File: src/rtl/tns_pkg.sv
`timescale 1ns / 1ps
// ---------------------------------------------------------------------------
// tns_pkg
// shared types, operation codes and defaults of the timed note sequencer
// ---------------------------------------------------------------------------
package tns_pkg;

  localparam int DEF_NOTE_DEPTH = 256;
  localparam int DEF_KEY_BITS   = 16;

  localparam logic [2:0] OP_PUSH  = 3'd0;
  localparam logic [2:0] OP_TICK  = 3'd1;
  localparam logic [2:0] OP_EXT   = 3'd2;
  localparam logic [2:0] OP_REWND = 3'd3;
  localparam logic [2:0] OP_SEEK  = 3'd4;
  localparam logic [2:0] OP_RUN   = 3'd5;
  localparam logic [2:0] OP_FIRST = 3'd6;

  localparam logic REG_PITCH  = 1'b0;
  localparam logic REG_OFFSET = 1'b1;

  localparam logic [15:0] PITCH_RESET = 16'd256;

  typedef struct packed {
    logic [2:0]  operation;
    logic [15:0] note_key;
    logic [31:0] time_value;
    logic [19:0] frame_delta;
    logic        run_flag;
  } in_item_t;

  typedef struct packed {
    logic        fired;
    logic [15:0] fired_key;
    logic        finished;
    logic [31:0] current_time;
    logic [7:0]  note_index;
    logic        status;
  } out_item_t;

  // controller to datapath
  typedef struct packed {
    logic accept;
    logic calc;
    logic exec;
    logic scan;
    logic load_out;
  } cmd_t;

  // datapath to controller
  typedef struct packed {
    logic is_seek;
    logic scan_done;
    logic out_free;
  } sts_t;

endpackage

File: src/rtl/tns_ctrl.sv
`timescale 1ns / 1ps
// ---------------------------------------------------------------------------
// tns_ctrl
// sequencing state machine: accept, calc, execute or scan, write result
// ---------------------------------------------------------------------------
module tns_ctrl (
  input  logic          clk,
  input  logic          rst,
  input  logic          in_valid,
  output logic          in_ready,
  input  tns_pkg::sts_t sts,
  output tns_pkg::cmd_t cmd
);
  import tns_pkg::*;

  localparam logic [2:0] S_IDLE  = 3'd0;
  localparam logic [2:0] S_CALC  = 3'd1;
  localparam logic [2:0] S_EXEC  = 3'd2;
  localparam logic [2:0] S_SCAN  = 3'd3;
  localparam logic [2:0] S_WRITE = 3'd4;

  logic [2:0] state;
  logic [2:0] state_next;

  always_ff @(posedge clk) begin
    if (rst) begin
      state <= S_IDLE;
    end else begin
      state <= state_next;
    end
  end

  always_comb begin
    state_next = state;
    cmd        = '0;
    in_ready   = 1'b0;
    case (state)
      S_IDLE: begin
        in_ready = 1'b1;
        if (in_valid) begin
          cmd.accept = 1'b1;
          state_next = S_CALC;
        end
      end
      S_CALC: begin
        cmd.calc   = 1'b1;
        state_next = sts.is_seek ? S_SCAN : S_EXEC;
      end
      S_EXEC: begin
        cmd.exec   = 1'b1;
        state_next = S_WRITE;
      end
      S_SCAN: begin
        cmd.scan = 1'b1;
        if (sts.scan_done) begin
          state_next = S_WRITE;
        end
      end
      S_WRITE: begin
        if (sts.out_free) begin
          cmd.load_out = 1'b1;
          state_next   = S_IDLE;
        end
      end
      default: begin
        state_next = S_IDLE;
      end
    endcase
  end

endmodule

File: config.mk
export PLATFORM = sky130hd
export DESIGN_NAME = tns_ctrl
export DESIGN_NICKNAME = d
export VERILOG_FILES = /design/src/rtl/tns_pkg.sv /design/src/rtl/tns_ctrl.sv
export SDC_FILE = /design/constraint.sdc
export NUM_CORES = 1
export LEC_CHECK = 0
export ABC_AREA = 1
export BUFFER_PORTS_ARGS = -buffer_cell sky130_fd_sc_hd__buf_2
export CORE_AREA = 5 5 42 44
export DETAILED_ROUTE_END_ITERATION = 16
export DIE_AREA = 0 0 47 49
export PLACE_DENSITY = 0.38
export SKIP_CTS_REPAIR_TIMING = 1
export SLEW_MARGIN = 25
export SYNTH_ARGS = -nofsm -noshare
export SYNTH_HDL_FRONTEND = slang
export SYNTH_SLANG_ARGS = --single-unit
File: constraint.sdc
create_clock -name clk -period 1.8 [get_ports clk]
set_input_delay 0.36 -clock clk [delete_from_list [all_inputs] [get_ports clk]]
set_output_delay 0.36 -clock clk [all_outputs]
set_load 0.05 [all_outputs]
==> results.yml <==
finish:
  top_register: "state"
  syn_to_final_growth_pct: 54.4
  fill_cells: 185
  final_nets: 57
  drive_gt1_share_pct: 48.0
  largestRegisters: "state x3"
  num_antenna_cells: 0
  largest_reg_flops: 3
setup_path:
  endpoint_kind: "output pin"
  cp_max_fo: 6
  cp-endpoint: "cmd[0]"
  crit_arrival_ns: 1.27
  cp_data_required_time_ns: 1.44
  reg2reg_slack_ns: 0.70
  crit_start: "state[2]"
  crit_type: "flop to output pin"
  reg2reg_to: "state[0]"
  critPathLaunchType: "flop"
  r2r.worst_path.cells: 7
  rr_startpoint: "state[0]"
yosys:
  syn_area_um2: 211
  ys_seq_area_share_pct: 28.4
  yosysWarnings: 0
  yosysUniqueCellTypes: 13
  synth_nets: 41
  synth_top_area_share_pct: 28.4
  syn_inst: 35
  yosys-top-cells-area: "dfxtp_1 28%, inv_1 12%, nor2_1 12%"
  synth.avg_cell_area_um2: 6.04
  yosysTopAreaCell: "dfxtp_1"
  ys_ff_latch: 3
die:
  initial_core_util_pct: 15.1
  core_area_mm2: 0.00140
  die_h_um: 49
  ios: 12
  die_x_um: 47
  fp-row-count: 14
  dieArea_mm2: 0.00230
placed_design:
  gp_congestion: 0.702
  io_buffer_count: 11
  dp_slack_ns: 0.384
  dp_hpwl_um: 482
routing:
  via_count: 245
  dr.pass1.iters: 1
  drt_iter0_markers: 0
  ant_nets: 0
  wirelength_um: 540
  route.detailed.drc: 0
  wl_per_cell_um: 8.18
  viasPerCell: 3.71
power_and_ir_drop:
  share_seq_of_total_power_pct: 21.2
  total_leakage_power_uw: 0.000187
  p_sw_share_pct: 57.8
  p_switching_uw: 378
  power_density_mw_per_mm2: 2000
  ir_drop_uv: 423
  intPower_uw: 276
  p_comb_share_pct: 61.1
  clockPowerShare_pct: 17.7
grt:
  grt_overflow_total: 0
  use_met2_pct: 8.14
  use_met1_pct: 6.11
  grt_use_met3_pct: 3.32
  grt_max_degree: 7
  track_usage_pct: 5.76
  top_usage_layer: "met2"
  antenna_found_initial: 0
  grt_pass1_vias: 247
  grt_pass1_wl_um: 917
hold_path:
  hold_path_startpoint: "rst"
  hp-class: "input port to flop"
timing:
  rsz0062_at_grt: "no"
  finalSetupTns_ns: 0
  min_period_ns: 1.63
  max_clock_freq_mhz: 613
  finalSetupViolations: 0
  fin_ws_ns: 0.168
  fin_skew_ns: 0.00333
  slew_violations: 0
  hold_viol: 0
  period_share_pct: 90.6
  relSlewSlack_pct: 82.7
  worstMarginPinSlew_ns: 0.258
clock_tree:
  numClockSinks: 3
  cts_tree: "done"
  clk_path_buf_depth: 2
  root_buffer: "clkbuf_4"
  cts_made_buffers: 3
  clock_latency_ns: 0.23
  path_clk_slew_ns: 0.04
  cts-htree-levels: 1
status:
  status: "finished, final reports clean"
flow_run:
  maxCapViolCount: 0
==> logic make-up after synthesis <==
family | count (synthesis) | synth area share, %
AND/OR/NAND/NOR | 22 | 53.3
AO/OA/AOI/OAI | 1 | 2.36
buffers and inverters | 9 | 16.0
flip-flops | 3 | 28.4
==> cell usage after synthesis <==
cell,instances
inv_1,7
nor2_1,7
nand2_1,6
dfxtp_1,3
inv_2,2
nand3_1,2
nand3_2,2
a21oi_1,1
nand2_2,1
nor2_2,1
nor3_1,1
nor3_2,1
nor4_1,1
==> layer usage <==
layer	wire length [µm]	vias to the layer above
met5	0	-
met2	276	6
met4	0	0
met3	46	0
li1	-	135
met1	218	104
==> worst max-delay path, cell delays in order, from the launching register on <==
cell	delay [ns]
dfxtp_1	0.45
inv_2	0.09
nor4_2	0.20
buf_2	0.30
==> how the worst min path moves through the flow <==
| stage | cells after the start | slack, ns | endpoint |
|---|---|---|---|
| after floorplan | 1 | 0.43 | state[1] |
| after global placement | 2 | 0.54 | state[1] |
| after detailed placement | 2 | 0.54 | state[1] |
| after CTS | 2 | 0.29 | state[1] |
| after global routing | 2 | 0.30 | state[1] |
| final | 2 | 0.30 | state[1] |
==> placed cells by master (no fill, tap or decap) <==
master	n
nand2_2	1
clkbuf_1	1
dfxtp_1	3
nor2_2	2
nor4_2	1
nand3_1	2
buf_2	11
inv_2	2
clkbuf_4	3
nor2_1	6
nand3_2	2
nand2_1	6
inv_1	7
a21oi_1	1
nor3_2	2
==> layout make-up <==
type	count	area [µm²]	area share, %
sequential	3	60.1	18.4
multi-input combinational	23	131	40.2
clock buffer	4	26.3	8.05
timing repair buffer	11	55.1	16.9
tap	16	20.0	6.13
inverter	9	33.8	10.3
==> power groups by stage <==
| stage | registers [µW] | clock network [µW] | logic, µW |
|---|---|---|---|
| CTS | 137 | 121 | 403 |
| detailed placement | 139 | 0 | 402 |
| global route | 148 | 131 | 436 |
| finish | 139 | 116 | 399 |
| floorplan | 129 | 0 | 327 |
| global placement | 137 | 0 | 406 |
==> metrics by stage <==
step	utilization, %	std cells	power, µW	hold slack, ns	cell area [µm²]
finish	23.3	66	654	0.302	327
global route	23.3	66	715	0.295	327
CTS	23.1	66	661	0.295	324
detailed placement	21.3	62	541	0.540	298
global placement	21.3	62	543	0.537	298
floorplan	-	35	456	0.429	223
No activity file was read; power rests on OpenSTA's default activity.
